File: config.mk
export PLATFORM = sky130hd
export DESIGN_NAME = bounded_list_with_key_delete_unit_flat
export DESIGN_NICKNAME = d
export VERILOG_FILES = /design/src/rtl/bldu_pkg.sv /design/src/rtl/bldu_if.sv /design/src/rtl/bldu_cell.sv /design/src/rtl/bounded_list_with_key_delete_unit.sv /design/src/flat_wrapper.sv
export SDC_FILE = /design/constraint.sdc
export NUM_CORES = 2
export LEC_CHECK = 0
export ABC_AREA = 0
export CAP_MARGIN = 20
export CORE_MARGIN = 2
export CORE_UTILIZATION = 50
export CTS_CLUSTER_DIAMETER = 80
export CTS_CLUSTER_SIZE = 12
export DETAILED_ROUTE_END_ITERATION = 8
export DONT_BUFFER_PORTS = 1
export GPL_ROUTABILITY_DRIVEN = 1
export MAX_ROUTING_LAYER = met4
export PLACE_DENSITY_LB_ADDON = 0.12
export SLEW_MARGIN = 5
export SYNTH_ARGS = -nofsm -noshare
export SYNTH_HDL_FRONTEND = slang
export SYNTH_SLANG_ARGS = --single-unit
File: constraint.sdc
create_clock -name i_clk -period 7.9 [get_ports i_clk]
set_input_delay 0 -clock i_clk [delete_from_list [all_inputs] [get_ports i_clk]]
set_output_delay 0 -clock i_clk [all_outputs]
set_load 0.1 [all_outputs]
File: src/rtl/bldu_pkg.sv
package bldu_pkg;

    localparam int CAPACITY = 32;
    localparam int KEY_W    = 32;
    localparam int IDX_W    = (CAPACITY > 1) ? $clog2(CAPACITY) : 1;
    localparam int CNT_W    = $clog2(CAPACITY + 1);
    localparam int OP_W     = 3;
    localparam int ST_W     = 2;

    localparam logic [OP_W-1:0] OP_INSERT    = 3'd0;
    localparam logic [OP_W-1:0] OP_DEL_KEY   = 3'd1;
    localparam logic [OP_W-1:0] OP_DEL_FIRST = 3'd2;
    localparam logic [OP_W-1:0] OP_DEL_LAST  = 3'd3;
    localparam logic [OP_W-1:0] OP_DUMP      = 3'd4;

    localparam logic [ST_W-1:0] STAT_DONE = 2'd0;
    localparam logic [ST_W-1:0] STAT_NONE = 2'd1;
    localparam logic [ST_W-1:0] STAT_FULL = 2'd2;
    localparam logic [ST_W-1:0] STAT_DUMP = 2'd3;

    typedef struct packed {
        logic             cap;
        logic             ins;
        logic             del;
        logic [KEY_W-1:0] key;
    } t_cell_cmd;

endpackage

File: src/rtl/bldu_if.sv
interface bldu_in_if;
    import bldu_pkg::*;
    logic             valid;
    logic             ready;
    logic [OP_W-1:0]  opcode;
    logic [KEY_W-1:0] key_value;

    modport source (output valid, output opcode, output key_value, input ready);
    modport sink   (input valid, input opcode, input key_value, output ready);
endinterface

interface bldu_out_if;
    import bldu_pkg::*;
    logic             valid;
    logic             ready;
    logic [ST_W-1:0]  status;
    logic [KEY_W-1:0] out_key;
    logic             entry_present;
    logic             last_result;

    modport source (output valid, output status, output out_key, output entry_present,
                    output last_result, input ready);
    modport sink   (input valid, input status, input out_key, input entry_present,
                    input last_result, output ready);
endinterface

File: src/rtl/bldu_cell.sv
module bldu_cell
    import bldu_pkg::*;
(
    input  logic             i_clk,
    input  logic             i_rst_n,
    input  t_cell_cmd        i_cmd,
    input  logic             i_valid,
    input  logic [KEY_W-1:0] i_left_key,
    input  logic [KEY_W-1:0] i_right_key,
    input  logic             i_found,
    output logic             o_found,
    output logic [KEY_W-1:0] o_key
);

    logic [KEY_W-1:0] r_key, n_key;
    logic             r_match, n_match;

    // found ripples front to back; this cell and all behind it shift left
    assign o_found = i_found | r_match;
    assign o_key   = r_key;

    always_comb begin
        n_match = r_match;
        n_key   = r_key;
        if (i_cmd.cap) begin
            n_match = i_valid && (r_key == i_cmd.key);
        end
        if (i_cmd.ins) begin
            n_key = i_left_key;
        end else if (i_cmd.del && o_found) begin
            n_key = i_right_key;
        end
    end

    always_ff @(posedge i_clk) begin
        if (!i_rst_n) begin
            r_match <= 1'b0;
        end else begin
            r_match <= n_match;
        end
        r_key <= n_key;
    end

endmodule

File: src/rtl/bounded_list_with_key_delete_unit.sv
// Flow: an insert or delete word is taken in the idle state and its result is loaded into
// the output register from the EXEC state, which waits while the output register is full.
// A dump passes through EXEC (one empty dump result when the list is empty) to DUMP,
// which loads one stored key per cycle while the output is free. Throughput is one word at a time.
// Reset (synchronous, active low) empties the list; no clearing pass is needed.
module bounded_list_with_key_delete_unit
    import bldu_pkg::*;
(
    input  logic       i_clk,
    input  logic       i_rst_n,
    bldu_in_if.sink    i_in,
    bldu_out_if.source o_out
);

    localparam logic [1:0] S_IDLE = 2'd0;
    localparam logic [1:0] S_EXEC = 2'd1;
    localparam logic [1:0] S_DUMP = 2'd2;

    logic [1:0]       r_state, n_state;
    logic [OP_W-1:0]  r_op, n_op;
    logic [KEY_W-1:0] r_key, n_key;
    logic [CNT_W-1:0] r_count, n_count;
    logic [IDX_W-1:0] r_idx, n_idx;

    logic             r_ov, n_ov;
    logic [ST_W-1:0]  r_status, n_status;
    logic [KEY_W-1:0] r_okey, n_okey;
    logic             r_present, n_present;
    logic             r_last, n_last;

    t_cell_cmd        w_cmd;
    logic             w_first;
    logic [CAPACITY-1:0] w_valid;
    logic [CAPACITY:0]   w_found;
    logic [KEY_W-1:0] w_keys [CAPACITY];
    logic             w_accept;
    logic             w_out_free;
    logic             w_dump_last;

    assign w_accept    = i_in.valid && i_in.ready;
    assign w_out_free  = !r_ov || o_out.ready;
    assign w_found[0]  = w_first;
    assign w_dump_last = ((CNT_W'(r_idx) + CNT_W'(1)) == r_count);

    genvar g;
    for (g = 0; g < CAPACITY; g++) begin : g_cell
        assign w_valid[g] = (CNT_W'(g) < r_count);
        bldu_cell u_cell (
            .i_clk       (i_clk),
            .i_rst_n     (i_rst_n),
            .i_cmd       (w_cmd),
            .i_valid     (w_valid[g]),
            .i_left_key  ((g == 0) ? r_key : w_keys[(g == 0) ? 0 : g - 1]),
            .i_right_key ((g == CAPACITY - 1) ? '0 : w_keys[(g == CAPACITY - 1) ? g : g + 1]),
            .i_found     (w_found[g]),
            .o_found     (w_found[g+1]),
            .o_key       (w_keys[g])
        );
    end

    always_comb begin
        n_state   = r_state;
        n_op      = r_op;
        n_key     = r_key;
        n_count   = r_count;
        n_idx     = r_idx;
        n_ov      = r_ov && !o_out.ready;
        n_status  = r_status;
        n_okey    = r_okey;
        n_present = r_present;
        n_last    = r_last;
        w_cmd.cap = w_accept;
        w_cmd.ins = 1'b0;
        w_cmd.del = 1'b0;
        w_cmd.key = i_in.key_value;
        w_first   = 1'b0;
        i_in.ready = (r_state == S_IDLE);

        case (r_state)
            S_IDLE: begin
                if (w_accept) begin
                    n_op    = i_in.opcode;
                    n_key   = i_in.key_value;
                    n_state = S_EXEC;
                end
            end
            S_EXEC: begin
                if (w_out_free) begin
                    n_ov      = 1'b1;
                    n_status  = STAT_NONE;
                    n_okey    = '0;
                    n_present = 1'b0;
                    n_last    = 1'b1;
                    n_state   = S_IDLE;
                    case (r_op)
                        OP_INSERT: begin
                            if (r_count == CNT_W'(CAPACITY)) begin
                                n_status = STAT_FULL;
                            end else begin
                                w_cmd.ins = 1'b1;
                                n_count   = r_count + CNT_W'(1);
                                n_status  = STAT_DONE;
                            end
                        end
                        OP_DEL_KEY: begin
                            if (w_found[CAPACITY]) begin
                                w_cmd.del = 1'b1;
                                n_count   = r_count - CNT_W'(1);
                                n_status  = STAT_DONE;
                            end
                        end
                        OP_DEL_FIRST: begin
                            if (r_count != '0) begin
                                w_cmd.del = 1'b1;
                                w_first   = 1'b1;
                                n_count   = r_count - CNT_W'(1);
                                n_status  = STAT_DONE;
                            end
                        end
                        OP_DEL_LAST: begin
                            if (r_count != '0) begin
                                n_count  = r_count - CNT_W'(1);
                                n_status = STAT_DONE;
                            end
                        end
                        OP_DUMP: begin
                            n_status = STAT_DUMP;
                            if (r_count != '0) begin
                                n_ov    = r_ov && !o_out.ready;
                                n_idx   = '0;
                                n_state = S_DUMP;
                            end
                        end
                        default: begin
                            n_status = STAT_NONE;
                        end
                    endcase
                end
            end
            S_DUMP: begin
                if (w_out_free) begin
                    n_ov      = 1'b1;
                    n_status  = STAT_DUMP;
                    n_okey    = w_keys[r_idx];
                    n_present = 1'b1;
                    n_last    = w_dump_last;
                    n_idx     = r_idx + IDX_W'(1);
                    if (w_dump_last) begin
                        n_state = S_IDLE;
                    end
                end
            end
            default: begin
                n_state = S_IDLE;
            end
        endcase
    end

    always_ff @(posedge i_clk) begin
        if (!i_rst_n) begin
            r_state <= S_IDLE;
            r_count <= '0;
            r_ov    <= 1'b0;
        end else begin
            r_state <= n_state;
            r_count <= n_count;
            r_ov    <= n_ov;
        end
        r_op      <= n_op;
        r_key     <= n_key;
        r_idx     <= n_idx;
        r_status  <= n_status;
        r_okey    <= n_okey;
        r_present <= n_present;
        r_last    <= n_last;
    end

    assign o_out.valid         = r_ov;
    assign o_out.status        = r_status;
    assign o_out.out_key       = r_okey;
    assign o_out.entry_present = r_present;
    assign o_out.last_result   = r_last;

`ifndef SYNTHESIS
    a_count_bound: assert property (@(posedge i_clk) disable iff (!i_rst_n)
        r_count <= CNT_W'(CAPACITY))
        else $error("entry count above capacity");

    a_dump_idx: assert property (@(posedge i_clk) disable iff (!i_rst_n)
        (r_state == S_DUMP) |-> (CNT_W'(r_idx) < r_count))
        else $error("dump index past end of list");

    a_dump_count: assert property (@(posedge i_clk) disable iff (!i_rst_n)
        (r_state == S_DUMP) |=> $stable(r_count))
        else $error("list changed during dump");

    a_cmd_excl: assert property (@(posedge i_clk) disable iff (!i_rst_n)
        !(w_cmd.ins && w_cmd.del))
        else $error("insert and delete shift at once");
`endif

endmodule
File: src/flat_wrapper.sv
// flat-port wrapper written by rule: the top's interface ports become plain ports
module bounded_list_with_key_delete_unit_flat import bldu_pkg::*;
  (i_clk, i_rst_n, i_in_valid, i_in_opcode, i_in_key_value, i_in_ready, o_out_valid, o_out_status, o_out_out_key, o_out_entry_present, o_out_last_result, o_out_ready);
  bldu_in_if i_in_i ();
  bldu_out_if o_out_i ();
  input  logic i_clk;
  input  logic i_rst_n;
  input wire logic [$bits(i_in_i.valid)-1:0] i_in_valid;
  input wire logic [$bits(i_in_i.opcode)-1:0] i_in_opcode;
  input wire logic [$bits(i_in_i.key_value)-1:0] i_in_key_value;
  output wire logic [$bits(i_in_i.ready)-1:0] i_in_ready;
  output wire logic [$bits(o_out_i.valid)-1:0] o_out_valid;
  output wire logic [$bits(o_out_i.status)-1:0] o_out_status;
  output wire logic [$bits(o_out_i.out_key)-1:0] o_out_out_key;
  output wire logic [$bits(o_out_i.entry_present)-1:0] o_out_entry_present;
  output wire logic [$bits(o_out_i.last_result)-1:0] o_out_last_result;
  input wire logic [$bits(o_out_i.ready)-1:0] o_out_ready;
  assign i_in_i.valid = i_in_valid;
  assign i_in_i.opcode = i_in_opcode;
  assign i_in_i.key_value = i_in_key_value;
  assign i_in_ready = i_in_i.ready;
  assign o_out_valid = o_out_i.valid;
  assign o_out_status = o_out_i.status;
  assign o_out_out_key = o_out_i.out_key;
  assign o_out_entry_present = o_out_i.entry_present;
  assign o_out_last_result = o_out_i.last_result;
  assign o_out_i.ready = o_out_ready;
  bounded_list_with_key_delete_unit u_core (.i_clk(i_clk), .i_rst_n(i_rst_n), .i_in(i_in_i), .o_out(o_out_i));
endmodule
==> results_dict.tcl <==
set metrics [dict create \
    vdd_drop_max_mv 0.160 \
    end_kind "register" \
    fp.dieArea_um2 138000 \
    final_cell_mix "1100 x edfxtp_1, 982 x mux2_2, 838 x xnor2_1, 320 x mux4_2, 214 x nand4_1" \
    slowest_delay_ps 820 \
    slew_headroom 0.183 \
    synth_cell_types 67 \
    area_delta_synth_final_pct 9.47 \
    grt_pass1_wl_mm 374 \
    hold_class "in2reg" \
    p_comb_frac 0.107 \
    final_net_count 4592 \
    crit_family "compound AO/OA/AOI/OAI gates" \
    drt_first_pass_iters 6 \
    cts_tree "yes" \
    synth_area_leader_cell "edfxtp_1" \
    drive_gt1_frac 0.344 \
    overflow 0 \
    rows 134 \
    grt_usage 0.411 \
    power.density_nw_per_um2 178 \
    die_x_um 372 \
    num_io_pins 77 \
    io_buffer_count 0 \
    netlist_area_um2 67600 \
    setup_tns_ps 0 \
    cp_data_arrival_time_ps 4890 \
    cts_max_level 3 \
    whs_ps 80.2 \
    final_util 0.553 \
    max_slew.worst_pin.slew_ps 1200 \
    antenna_found_initial 42 \
    seq_power_share 0.512 \
    syn_nets 4644 \
    post-route-period-util 0.574 \
    crit_buf_inv 2 \
    postSynth.asyncResetShare 0 \
    max_freq_ghz 0.220 \
    drtAntennaViolNets 1 \
    grt_max_degree 162 \
    synth_ff_type "edfxtp_1" \
    drt_wl_total_mm 279 \
    ys_seq_area_frac 0.501 \
    initialDrtViolationCount 7549 \
    first_global_vias 42500 \
    final_common_cell "edfxtp_1" \
    synth_cells 4598 \
    pre_cts_ws_ps 3370 \
    via_count 45900 \
    required_ps 8260 \
    fin_ws_ps 3360 \
    cts-root-buf "clkbuf_16" \
    post-dp-hpwl_mm 190 \
    synth_seq_cells 1141 \
    setup_viol_count_final 0 \
    min_period_ps 4540 \
    violations "antenna violations" \
    synth_top_cell_area_share 0.489 \
    cts_sinks 1141 \
    synthTopCellsByArea "edfxtp_1 49%, mux2_2 16%, xnor2_1 11%, mux4_2 11%, xor2_1 2.3%" \
    rsz0062_at_grt "false" \
    slew_viol_final 0 \
    cp_slowest_cell "a311oi_1" \
    clockBufferDepth 3 \
    cts_resized 0 \
    crit_top_cell "buf_4" \
    worst-setup-path-type "reg2reg" \
    path_clk_slew_ps 70 \
    yosys_warnings 0 \
    core_area_um2 134000 \
    avgSynthCellArea_um2 14.7 \
    setup.worst_path.start_class "register" \
    synth-edff-count 1100 \
    outcome "finished, violations left" \
    hold_viol_final 0 \
    switching_power_w 0.00345 \
    switching_share 0.261 \
    die_h_um 372 \
    cp_max_fo 32 \
    power_leakage_nw 22.9 \
    initial_core_util 0.505 \
    viasPerCell 7.15 \
    wl_per_cell_um 43.4 \
    path_cells "nor2b_1 -> buf_4 -> a311oi_1 -> o211ai_4 -> buf_4 -> nand3b_1 -> a2bb2oi_4" \
    skew_ps 51.4 \
    p_total_w 0.0132 \
    clkPwrFrac 0.380 \
    p_int_w 0.00975 \
    max_cap_viol_count 0 \
    clk_latency_ps 770 \
    place.gp.congestion 0.985 \
    drc 0 \
    numCtsBuffers 107 \
]
## layer usage
layer  vias up  global-route usage  share of wire
met4         0               0.208          0.064
met3       728               0.111           0.12
met1     24100               0.531           0.38
li1      17700                   -              -
met2      3490               0.596           0.44
met5         -                   -              0
## registers in the layout, summed over array words and instances (netlist names)
| register | cells |
|---|---|
| u_core.g_cell.u_cell.o_key | 1024 |
| u_core.g_cell.u_cell.r_match | 32 |
| u_core.o_out.entry_present | 1 |
| u_core.o_out.last_result | 1 |
| u_core.o_out.out_key | 32 |
| u_core.o_out.status | 2 |
| u_core.o_out.valid | 1 |
| u_core.r_count | 6 |
| u_core.r_idx | 5 |
| u_core.r_key | 32 |
| u_core.r_op | 3 |
| u_core.r_state | 2 |
## synth_stat cells (all sizes together), types with 6 or more instances
cell type and instances:
a21oi 25, mux2 982, inv 31, o21ai 33
nor2 29, and2 38, o211ai 6, mux4 320
ha 7, nor3 43, xnor2 838, mux2i 8
clkbuf 107, a22oi 6, a21boi 33, dfxtp 41
nand3 45, buf 242, a2111oi 8, nand2 71
nand2b 8, nor4 85, nand4 214, xor2 181
edfxtp 1100, a22o 34
## layout make-up
cell class	instances	area, um2
Fill cell	11000	59800
Sequential cell	1141	33900
Multi-Input combinational cell	3075	32200
Clock buffer	171	2950
Timing Repair Buffer	188	2400
Tap cell	1768	2210
Clock inverter	10	126
Inverter	33	124
Antenna cell	37	92.6
## power by group through the flow
stage	combinational (W)	sequential (W)	clock, W
after CTS	0.00136	0.00676	0.00503
final	0.00142	0.00676	0.00502
after floorplan	0.000837	0.00686	0
after global routing	0.00143	0.00676	0.00524
after detailed placement	0.00104	0.00689	0
after global placement	0.00104	0.00689	0
## metrics by stage
step | area (um2) | std cells
6_report | 74000 | 6423
2_1_floorplan | 67600 | 4598
3_3_place_gp | 69200 | 6103
4_1_cts | 73900 | 6383
3_5_place_dp | 69200 | 6104
5_1_grt | 74000 | 6407
## timing repair
item / 4_1_cts / 5_1_grt
hold buffers: 98 / 0
buffers inserted: 0 / 0
hold endpoints to repair: 76 / 0
## worst reg2reg max path: cells and delay by family, from the launching register on
| family | cells | cell delay (ps) |
|---|---|---|
| AOI/OAI and AO/OA | 3 | 2150 |
| and+or+nand+nor | 2 | 660 |
| DFF | 1 | 660 |
| buffers and inverters | 2 | 650 |
## kinds of logic after synthesis
group / share of synthesized area
mux: 0.271
flops: 0.501
xor+xnor: 0.132
simple gates: 0.0465
buf+inv: 0.0276
compound gates: 0.0201
fa+ha+maj: 0.00130
## worst paths after layout
path,endpoint,cells after the start,startpoint,slack (ps)
setup / recovery,u_core.g_cell[12].u_cell.o_key[24]$_DFFE_PP_,7,u_core.o_out.valid$_SDFF_PN0_,3360
hold / removal,u_core.r_state[0]$_SDFFE_PN0P_,3,i_in_valid,80
setup reg to reg,u_core.g_cell[12].u_cell.o_key[24]$_DFFE_PP_,7,u_core.o_out.valid$_SDFF_PN0_,3360
hold reg to reg,u_core.g_cell[30].u_cell.r_match$_SDFFE_PN0P_,2,u_core.g_cell[30].u_cell.r_match$_SDFFE_PN0P_,460
Note: power is estimated with default switching activity, not from simulation.
